**config.mk**
```make
export PLATFORM = sky130hd
export DESIGN_NAME = ac_ir_frame_decoder_top
export DESIGN_NICKNAME = d
export VERILOG_FILES = /design/src/rtl/core/acird_pkg.sv /design/src/rtl/core/acird_decode.sv /design/src/rtl/core/acird_skid.sv /design/src/rtl/core/ac_ir_frame_decoder_top.sv
export SDC_FILE = /design/constraint.sdc
export NUM_CORES = 1
export LEC_CHECK = 0
export ABC_CLOCK_PERIOD_IN_PS = 3500
export BUFFER_PORTS_ARGS = -buffer_cell sky130_fd_sc_hd__buf_2
export CAP_MARGIN = 20
export CELL_PAD_IN_SITES_DETAIL_PLACEMENT = 0
export CELL_PAD_IN_SITES_GLOBAL_PLACEMENT = 1
export CORE_UTILIZATION = 50
export CTS_CLUSTER_DIAMETER = 80
export DETAILED_ROUTE_END_ITERATION = 10
export PLACE_DENSITY = 0.83
export SKIP_LAST_GASP = 1
export SLEW_MARGIN = 20
export SYNTH_ARGS = -nofsm -noshare
export SYNTH_HDL_FRONTEND = slang
export SYNTH_SLANG_ARGS = --single-unit
export TNS_END_PERCENT = 30
```
**constraint.sdc**
```tcl
create_clock -name aclk -period 3.5 [get_ports aclk]
set_input_delay 0.7 -clock aclk [delete_from_list [all_inputs] [get_ports aclk]]
set_output_delay 0.7 -clock aclk [all_outputs]
set_load 0.1 [all_outputs]
```
**src/rtl/core/acird_pkg.sv**
```systemverilog
package acird_pkg;

    localparam int unsigned ByteW      = 8;
    localparam int unsigned PosW       = 5;
    localparam int unsigned CodeW      = 3;
    localparam int unsigned TempW      = 5;
    localparam int unsigned CfgIndexW  = 1;
    localparam int unsigned ResultW    = 22;
    localparam int unsigned OutTdataW  = 24;

    localparam logic [PosW-1:0]  PosSigByte  = 5'd10;
    localparam logic [PosW-1:0]  PosB13      = 5'd13;
    localparam logic [PosW-1:0]  PosB14      = 5'd14;
    localparam logic [PosW-1:0]  PosB16      = 5'd16;
    localparam logic [PosW-1:0]  PosB17      = 5'd17;
    localparam logic [PosW-1:0]  PosSumFirst = 5'd13;
    localparam logic [PosW-1:0]  PosSumLast  = 5'd25;
    localparam logic [PosW-1:0]  PosCheck    = 5'd26;
    localparam logic [PosW-1:0]  PosMax      = 5'd31;

    localparam logic [ByteW-1:0] SignatureReset = 8'hE0;
    localparam logic [ByteW-1:0] SeedReset      = 8'h06;

    localparam logic [CfgIndexW-1:0] RegSignature = 1'd0;
    localparam logic [CfgIndexW-1:0] RegSeed      = 1'd1;

    // Mode codes.
    localparam logic [CodeW-1:0] ModeAuto  = 3'd0;
    localparam logic [CodeW-1:0] ModeHeat  = 3'd1;
    localparam logic [CodeW-1:0] ModeCool  = 3'd2;
    localparam logic [CodeW-1:0] ModeDry   = 3'd3;
    localparam logic [CodeW-1:0] ModeError = 3'd4;

    // Fan, vertical and horizontal codes share auto and error values.
    localparam logic [CodeW-1:0] CodeAuto  = 3'd0;
    localparam logic [CodeW-1:0] CodeError = 3'd6;
    localparam logic [CodeW-1:0] HorCenter      = 3'd1;
    localparam logic [CodeW-1:0] HorLeft        = 3'd2;
    localparam logic [CodeW-1:0] HorLeftCenter  = 3'd3;
    localparam logic [CodeW-1:0] HorRightCenter = 3'd4;
    localparam logic [CodeW-1:0] HorRight       = 3'd5;

    // Declared from the top bit down, so recognized lands in bit 0.
    typedef struct packed {
        logic             checksum_ok;
        logic             stop_timer_active;
        logic             start_timer_active;
        logic [CodeW-1:0] horizontal_code;
        logic [CodeW-1:0] vertical_code;
        logic [CodeW-1:0] fan_code;
        logic [TempW-1:0] temperature;
        logic [CodeW-1:0] mode_code;
        logic             power_on;
        logic             recognized;
    } result_t;

endpackage

```
**src/rtl/core/acird_decode.sv**
```systemverilog
module acird_decode
    import acird_pkg::*;
(
    input  logic             recog,
    input  logic             sum_ok,
    input  logic [ByteW-1:0] b13,
    input  logic [ByteW-1:0] b14,
    input  logic [ByteW-1:0] b16,
    input  logic [ByteW-1:0] b17,
    output result_t          result
);

    logic [3:0]       fan_nib;
    logic [3:0]       ver_nib;
    logic [3:0]       hor_nib;
    logic [CodeW-1:0] mode_c;
    logic [CodeW-1:0] fan_c;
    logic [CodeW-1:0] ver_c;
    logic [CodeW-1:0] hor_c;

    assign fan_nib = b16[7:4];
    assign ver_nib = b16[3:0];
    assign hor_nib = b17[3:0];

    always_comb begin
        unique case (b13[7:4])
            4'h0:    mode_c = ModeAuto;
            4'h4:    mode_c = ModeHeat;
            4'h3:    mode_c = ModeCool;
            4'h2:    mode_c = ModeDry;
            default: mode_c = ModeError;
        endcase
    end

    always_comb begin
        priority if (fan_nib == 4'hA) begin
            fan_c = CodeAuto;
        end else if (fan_nib >= 4'h3 && fan_nib <= 4'h7) begin
            fan_c = CodeW'(fan_nib - 4'd2);
        end else begin
            fan_c = CodeError;
        end
    end

    always_comb begin
        priority if (ver_nib == 4'hF) begin
            ver_c = CodeAuto;
        end else if (ver_nib >= 4'h1 && ver_nib <= 4'h5) begin
            ver_c = CodeW'(ver_nib);
        end else begin
            ver_c = CodeError;
        end
    end

    always_comb begin
        unique case (hor_nib)
            4'hD:    hor_c = CodeAuto;
            4'h6:    hor_c = HorCenter;
            4'h9:    hor_c = HorLeft;
            4'hA:    hor_c = HorLeftCenter;
            4'hB:    hor_c = HorRightCenter;
            4'hC:    hor_c = HorRight;
            default: hor_c = CodeError;
        endcase
    end

    // An unrecognized frame reports all fields as zero.
    always_comb begin
        result = '0;
        if (recog) begin
            result.recognized         = 1'b1;
            result.power_on           = b13[0];
            result.mode_code          = mode_c;
            result.temperature        = {1'b1, b14[4:1]};
            result.fan_code           = fan_c;
            result.vertical_code      = ver_c;
            result.horizontal_code    = hor_c;
            result.start_timer_active = b13[1];
            result.stop_timer_active  = b13[2];
            result.checksum_ok        = sum_ok;
        end
    end

endmodule

```
**src/rtl/core/acird_skid.sv**
```systemverilog
module acird_skid
    import acird_pkg::*;
(
    input  logic    aclk,
    input  logic    aresetn,
    input  logic    in_valid,
    output logic    in_ready,
    input  result_t in_data,
    output logic    out_valid,
    input  logic    out_ready,
    output result_t out_data
);

    logic    out_valid_reg;
    logic    skid_valid_reg;
    result_t out_data_reg;
    result_t skid_data_reg;
    logic    in_acc;

    assign in_ready  = !skid_valid_reg;
    assign in_acc    = in_valid && in_ready;
    assign out_valid = out_valid_reg;
    assign out_data  = out_data_reg;

    always_ff @(posedge aclk) begin
        if (!aresetn) begin
            out_valid_reg  <= 1'b0;
            skid_valid_reg <= 1'b0;
        end else if (!out_valid_reg || out_ready) begin
            if (skid_valid_reg) begin
                out_valid_reg  <= 1'b1;
                skid_valid_reg <= 1'b0;
            end else begin
                out_valid_reg <= in_acc;
            end
        end else if (in_acc) begin
            skid_valid_reg <= 1'b1;
        end
    end

    always_ff @(posedge aclk) begin
        if (!out_valid_reg || out_ready) begin
            if (skid_valid_reg) begin
                out_data_reg <= skid_data_reg;
            end else if (in_acc) begin
                out_data_reg <= in_data;
            end
        end else if (in_acc) begin
            skid_data_reg <= in_data;
        end
    end

    // The skid stage only fills while the output register is stalled.
    assert property (@(posedge aclk) disable iff (!aresetn)
        skid_valid_reg |-> out_valid_reg)
        else $error("skid stage holds an item while output is empty");

endmodule

```
**src/rtl/core/ac_ir_frame_decoder_top.sv**
```systemverilog
// Channel   Direction  Ports                         Contents
// s_        in         s_tvalid s_tready s_tdata     one frame byte, tlast on the last byte
//                      s_tlast
// m_        out        m_tvalid m_tready m_tdata     one decoded result per frame
// cfg_      in         cfg_we cfg_index cfg_data     signature and checksum seed registers
//
// The block takes one byte per cycle while s_tready is high; a frame's result
// is registered in the output stage when its last byte is taken. Reset is
// synchronous on aresetn and clears the frame counter, the sum and the output
// stage. A two-entry output stage keeps input flowing while one result is
// stalled; s_tready drops only when both entries are full.
module ac_ir_frame_decoder_top
    import acird_pkg::*;
(
    input  logic                 aclk,
    input  logic                 aresetn,
    input  logic                 s_tvalid,
    output logic                 s_tready,
    input  logic [ByteW-1:0]     s_tdata,   // [7:0] data_byte
    input  logic                 s_tlast,   // frame_end
    output logic                 m_tvalid,
    input  logic                 m_tready,
    // [0] recognized, [1] power_on, [4:2] mode_code, [9:5] temperature,
    // [12:10] fan_code, [15:13] vertical_code, [18:16] horizontal_code,
    // [19] start_timer_active, [20] stop_timer_active, [21] checksum_ok
    output logic [OutTdataW-1:0] m_tdata,
    input  logic                 cfg_we,
    input  logic [CfgIndexW-1:0] cfg_index,
    input  logic [ByteW-1:0]     cfg_data
);

    logic [ByteW-1:0] signature_reg;
    logic [ByteW-1:0] seed_reg;
    logic [PosW-1:0]  pos_reg;
    logic [PosW-1:0]  pos_next;
    logic [ByteW-1:0] sum_reg;
    logic [ByteW-1:0] sum_next;
    logic             sig_match_reg;
    logic [ByteW-1:0] b13_reg;
    logic [ByteW-1:0] b14_reg;
    logic [ByteW-1:0] b16_reg;
    logic [ByteW-1:0] b17_reg;

    logic    s_acc;
    logic    recog;
    logic    sum_ok;
    result_t result;
    result_t out_result;

    assign s_acc  = s_tvalid && s_tready;
    assign recog  = (pos_reg == PosCheck) && sig_match_reg;
    assign sum_ok = (pos_reg == PosCheck) && (sum_reg == s_tdata);

    always_ff @(posedge aclk) begin
        if (!aresetn) begin
            signature_reg <= SignatureReset;
            seed_reg      <= SeedReset;
        end else if (cfg_we) begin
            unique case (cfg_index)
                RegSignature: signature_reg <= cfg_data;
                RegSeed:      seed_reg      <= cfg_data;
                default:      ;
            endcase
        end
    end

    always_comb begin
        if (s_tlast) begin
            pos_next = '0;
        end else if (pos_reg != PosMax) begin
            pos_next = pos_reg + PosW'(1);
        end else begin
            pos_next = pos_reg;
        end
    end

    // The seed load on the first byte and the payload add never coincide.
    always_comb begin
        sum_next = sum_reg;
        if (pos_reg == '0) begin
            sum_next = seed_reg;
        end else if (pos_reg >= PosSumFirst && pos_reg <= PosSumLast) begin
            sum_next = sum_reg + s_tdata;
        end
    end

    always_ff @(posedge aclk) begin
        if (!aresetn) begin
            pos_reg       <= '0;
            sum_reg       <= '0;
            sig_match_reg <= 1'b0;
            b13_reg       <= '0;
            b14_reg       <= '0;
            b16_reg       <= '0;
            b17_reg       <= '0;
        end else if (s_acc) begin
            pos_reg <= pos_next;
            sum_reg <= sum_next;
            if (pos_reg == '0) begin
                sig_match_reg <= 1'b0;
            end else if (pos_reg == PosSigByte) begin
                sig_match_reg <= (s_tdata == signature_reg);
            end
            if (pos_reg == PosB13) b13_reg <= s_tdata;
            if (pos_reg == PosB14) b14_reg <= s_tdata;
            if (pos_reg == PosB16) b16_reg <= s_tdata;
            if (pos_reg == PosB17) b17_reg <= s_tdata;
        end
    end

    acird_decode u_decode (
        .recog  (recog),
        .sum_ok (sum_ok),
        .b13    (b13_reg),
        .b14    (b14_reg),
        .b16    (b16_reg),
        .b17    (b17_reg),
        .result (result)
    );

    acird_skid u_skid (
        .aclk      (aclk),
        .aresetn   (aresetn),
        .in_valid  (s_tvalid && s_tlast),
        .in_ready  (s_tready),
        .in_data   (result),
        .out_valid (m_tvalid),
        .out_ready (m_tready),
        .out_data  (out_result)
    );

    assign m_tdata = {(OutTdataW - ResultW)'(0), out_result};

    assert property (@(posedge aclk) disable iff (!aresetn)
        (s_acc && s_tlast) |=> (pos_reg == '0))
        else $error("byte position not cleared after the last byte");

    assert property (@(posedge aclk) disable iff (!aresetn)
        (s_acc && !s_tlast && pos_reg != PosMax) |=>
        (pos_reg == $past(pos_reg) + PosW'(1)))
        else $error("byte position did not advance");

    assert property (@(posedge aclk) disable iff (!aresetn)
        (m_tvalid && !out_result.recognized) |-> (out_result == '0))
        else $error("unrecognized frame reports nonzero fields");

    assert property (@(posedge aclk) disable iff (!aresetn)
        (m_tvalid && out_result.recognized) |-> out_result.temperature[TempW-1])
        else $error("temperature below 16 on a recognized frame");

endmodule

```
---- Word level (Yosys, flattened, before mapping) ----
Cells that the tools add are included.
storage, ports and cells
  flip-flop bits (word level) ............. 101
  latch bits .............................. 0
  bits in writable memories ............... 0
  bits in read-only memories .............. 0
  bits of input ports ..................... 23
  output and inout port bits .............. 26
  logic and storage cells ................. 108
  memories kept ........................... 0
operators by class
  add/subtract/negate cells ............... 3
  multipliers ............................. 0
  div/mod/pow operators ................... 0
  order comparisons ....................... 6
  eq/ne operators ......................... 20
  shift-type cells ........................ 0
  muxes and demuxes ....................... 16
  bitwise logic cells ..................... 3
  reductions and logical operators ........ 29
operators by type and width
  kind                                                             number
  two-way mux 22 bit                                               3
  == test 4 bit (second input constant)                            7
  AND reduction 2 bit                                              11
  case mux 3 bit (6 select lines)                                  1
  == test 8 bit                                                    2
  two-way mux 8 bit                                                2
  == test 5 x 4 -> 1 bit (second input constant)                   3
  == test 5 bit (second input constant)                            3
  two-way mux 3 bit                                                4
  case mux 3 bit (4 select lines)                                  1
  two-way mux 5 bit                                                2
  adder 8 bit                                                      1
  == test 4 x 2 -> 1 bit (second input constant)                   2
  == test 4 x 3 -> 1 bit (second input constant)                   2
  less-or-equal comparator 4 x 3 -> 1 bit (second input constant)  2
  logical AND 1 bit                                                8
  nonzero test 2 bit                                               4
  adder 5 x 1 -> 5 bit (second input constant)                     1
  >= comparator 5 x 4 -> 1 bit (second input constant)             1
  less-or-equal comparator 5 bit (second input constant)           1
  zero test 5 bit                                                  1
  inequality test 5 bit (second input constant)                    1
  >= comparator 4 x 1 -> 1 bit (second input constant)             1
  >= comparator 4 x 2 -> 1 bit (second input constant)             1
  7 further kinds                                                  12

---- Logic depth before layout (Yosys ltp) ----
  depth in word-level cells ............... 7
  depth in mapped cells ................... 9
  gate-level depth less buffers ........... 8

---- Modules after synthesis ----
Synthesis repeated with hierarchy kept, for this count alone.
second synthesis, totals
  cells, all modules ...................... 470
  area, all modules ....................... 5122.4 sq um
modules (own cells, without submodules)
  module                   instances  cells an instance  area an instance (sq um)  sequential area each (sq um)
  ac_ir_frame_decoder_top  1          341                3046.7                    1241.2
  acird_skid               1          78                 1766.7                    1361.3
  acird_decode             1          51                 309.0                     0.0

---- Worst setup path before layout ----
OpenSTA, ideal clock, no wires.
  path kind ............................... flip-flop to flip-flop
  start ................................... register u_skid.out_valid_reg (netlist: u_skid.out_valid)
  end ..................................... register u_skid.out_data_reg, in the netlist u_skid.out_data[0] (enable)
  setup time .............................. 0.399 ns
  arrival time ............................ 1.863 ns
  required time ........................... 3.101 ns
  path slack .............................. 1.238 ns
  stages on the path, launching flop included .. 3
  clock period less this slack ............ 2.262 ns
  path through ............................ dfxtp_1 nor2b_1 nor2_1
on the way
  word-level cells in the longest chain between the ends .. 3
RTL lines
  what                                  line              text
  start: declaration                    acird_skid.sv:14  logic out_valid_reg;
  start signal: assignment              acird_skid.sv:34  out_valid_reg <= in_acc;
  zero test 1 bit                       acird_skid.sv:42  if (!out_valid_reg || out_ready) begin
  logical OR 1 bit                      acird_skid.sv:42
  AND reduction 2 bit (no source line)  --
  end signal: assignment                acird_skid.sv:44  out_data_reg <= skid_data_reg;
  end signal: assignment                acird_skid.sv:46  out_data_reg <= in_data;
  end: declaration                      acird_skid.sv:16  result_t out_data_reg;
No other way between the ends.
A chain may end at the register's enable or synchronous reset.

==> impl_metrics.yaml <==
final_layout:
  n_fill_cell: 814
  final_area_um2: 5180
  diodes: 0
  layout-drive-gt1-share_pct: 19.3
  finalNetCount: 519
  area_growth_pct: 10.2
  multi_input_area_um2: 2180
  seqCellArea_um2: 2360
die:
  ios: 49
  start_util_pct: 51.4
  die-area_um2: 9790
  core_area_um2: 9150
  placementRows: 35
  dieWidth_um: 99.0
  die_y_um: 99.0
critical_path:
  crit_path_frequent_cell: "inv_1"
  worstPathMaxFanout: 15
  r2r_cells: 7
  cp_cell_sequence: "inv_1, ha_1, nand4_1, or2_1, inv_1, and2_1, mux2_2"
  crit_path_start: "pos_reg[0]"
  path_class: "reg -> reg"
  start_kind: "flop"
  endpoint_kind: "flop"
  r2r-start: "pos_reg[0]"
  worstPathArrival_ns: 2.55
  worstPathRequired_ns: 3.63
  worst_path_max_delay_cell: "or2_1"
  cpPeakStageDelay_ns: 0.48
synth:
  synth_top_area_share_pct: 26.8
  synthFlopType: "dfxtp_1"
  yosys_warnings: 0
  syn_area_um2: 4700
  synth_area_leaders: "edfxtp_1, dfxtp_1, mux2i_1"
  yosysTopAreaCell: "edfxtp_1"
  synthCells: 447
  avgSynthCellArea_um2: 10.5
  synth-seq-cells: 97
  synthDistinctLibCells: 55
  async_flop_share_pct: 0
  synth_edf_count: 42
  yosysSeqAreaShare_pct: 50.3
sta:
  slew_headroom_pct: 46.1
  tns_ns: 0
  finalSetupViolations: 0
  fin_crit_ns: 2.42
  rsz0062_at_grt: "no"
  worstMarginPinSlew_ns: 0.809
  fin_skew_ns: 0.0131
  fmax_mhz: 413
  finalHoldViolCount: 0
  finalCritPeriodShare_pct: 69.2
  drv_slew: 0
grt:
  gr-total-overflow: 0
  track_usage_pct: 20.0
  antenna_found_initial: 0
  grt_pass1_wl_mm: 15.2
  grt_max_degree: 57
  grt_pass1_vias: 3048
place:
  portBuffers: 46
  dp_hpwl_mm: 6.32
  gp_congestion: 0.835
  placed_area_um2: 4980
clocking:
  clk_latency_ns: 0.38
  cts_buffers: 9
  clock_path_buffers: 2
  cts_tree: "built"
  clock-root-buffer: "clkbuf_8"
  cts_hold_buf: 0
  cts_resized: 0
  ctsHtreeMaxLevel: 3
  postCtsSetupBuffers: 0
  cts.sinks: 97
  path_clk_slew_ns: 0.11
pwr:
  leakage_nw: 2.05
  p_per_area_nw_per_um2: 429
  finalPower_mw: 2.22
  vdd_drop_max_mv: 0.196
detailed_routing:
  drc: 0
  routed-via-count: 3231
  ant_nets: 0
  dr.pass1.iters: 5
  viasPerCell: 5.39
  drt_wl_total_mm: 9.08
  avgRoutedWirePerCell_um: 15.2
  drt_iter0_markers: 77
hold_path:
  hold_depth: 2
  min_path_type: "reg -> reg"
  worstHoldStart: "seed_reg[3]"
outcome:
  outcome: "finished clean"
run:
  drv_cap: 0
cell usage in the layout, fill, tap and decap left out, types with 8 or more instances in the layout:
master,synthesis,final
mux2_2,20,20
mux2i_1,28,28
nor2b_1,34,34
and2_1,10,10
edfxtp_1,42,42
nor3_1,9,9
inv_1,11,11
o21ai_0,13,13
xnor2_1,13,13
nand3_1,10,10
nand2_1,54,54
buf_2,6,46
nand2b_1,8,8
ha_1,12,12
nor2_1,14,13
clkbuf_8,0,9
a21oi_1,11,11
dfxtp_1,55,55
a21boi_0,17,17
critical path: cells and delay by family, from the launching register on:
family / cells / cell delay, ns
buf+inv: 2 / 0.40
flops: 1 / 0.43
mux: 1 / 0.26
simple gates: 3 / 0.82
fa+ha+maj: 1 / 0.26
stage by stage:
| step | utilization, % | hold slack [ns] | worst slack, ns | std cells |
|---|---|---|---|---|
| final | 56.6 | 0.470 | 1.08 | 599 |
| after global routing | 56.6 | 0.514 | 0.953 | 599 |
| after CTS | 56.6 | 0.476 | 1.09 | 599 |
| after detailed placement | 54.4 | 0.459 | 1.05 | 583 |
| after global placement | 54.4 | 0.459 | 1.12 | 583 |
| after floorplan | - | 0.439 | 1.24 | 448 |
routing by layer:
layer	vias to the layer above	global-route usage, %	wire length, um
li1	1659	-	-
met1	1512	26.7	4490
met2	52	32.8	4290
met3	8	3.62	206
met4	0	6.54	96
met5	-	0	0
synthesized netlist by cell type (all sizes together), types with 5 or more instances:
master,count
nor2,15
nand2,54
nor2b,34
nand2b,8
mux2i,28
and2,10
clkbuf,14
buf,12
dfxtp,55
edfxtp,42
o21ai,14
inv,11
nand4,5
nor4,5
mux2,20
a21oi,11
ha,12
a21boi,17
xnor2,13
nor3,9
nand3,10
cell type report:
| type | instances | area share [%] |
|---|---|---|
| Inverter | 11 | 0.797 |
| Clock inverter | 7 | 1.43 |
| Multi-Input combinational cell | 314 | 42.1 |
| Clock buffer | 9 | 2.39 |
| Timing Repair Buffer | 50 | 5.02 |
| Sequential cell | 97 | 45.6 |
| Tap cell | 111 | 2.68 |
report_power, final:
| group | switching (mW) | total, mW | internal (mW) | leakage (nW) |
|---|---|---|---|---|
| logic | 0.193 | 0.280 | 0.0867 | 1.07 |
| registers | 0.0138 | 1.22 | 1.20 | 0.875 |
| clock network | 0.445 | 0.726 | 0.281 | 0.101 |
final timing paths:
path | endpoint | slack (ns)
worst max register to register | u_skid.out_data[19] | 1.08
worst max-delay path | u_skid.out_data[19] | 1.08
worst min-delay path | seed_reg[3] | 0.47
worst min register to register | seed_reg[3] | 0.47
logic make-up (layout without fill, tap and decap cells):
group	Yosys count	in the layout	synth area share [%]
xor gates and xnor gates	16	16	2.98
other	1	2	0.0798
adders and majority gates	13	13	3.62
AOI/OAI and AO/OA	67	67	9.98
and+or+nand+nor	168	168	18.8
buffers and inverters	37	77	3.51
DFF	97	97	50.3
muxes	48	48	10.8
No activity file was read; power rests on OpenSTA's default activity.
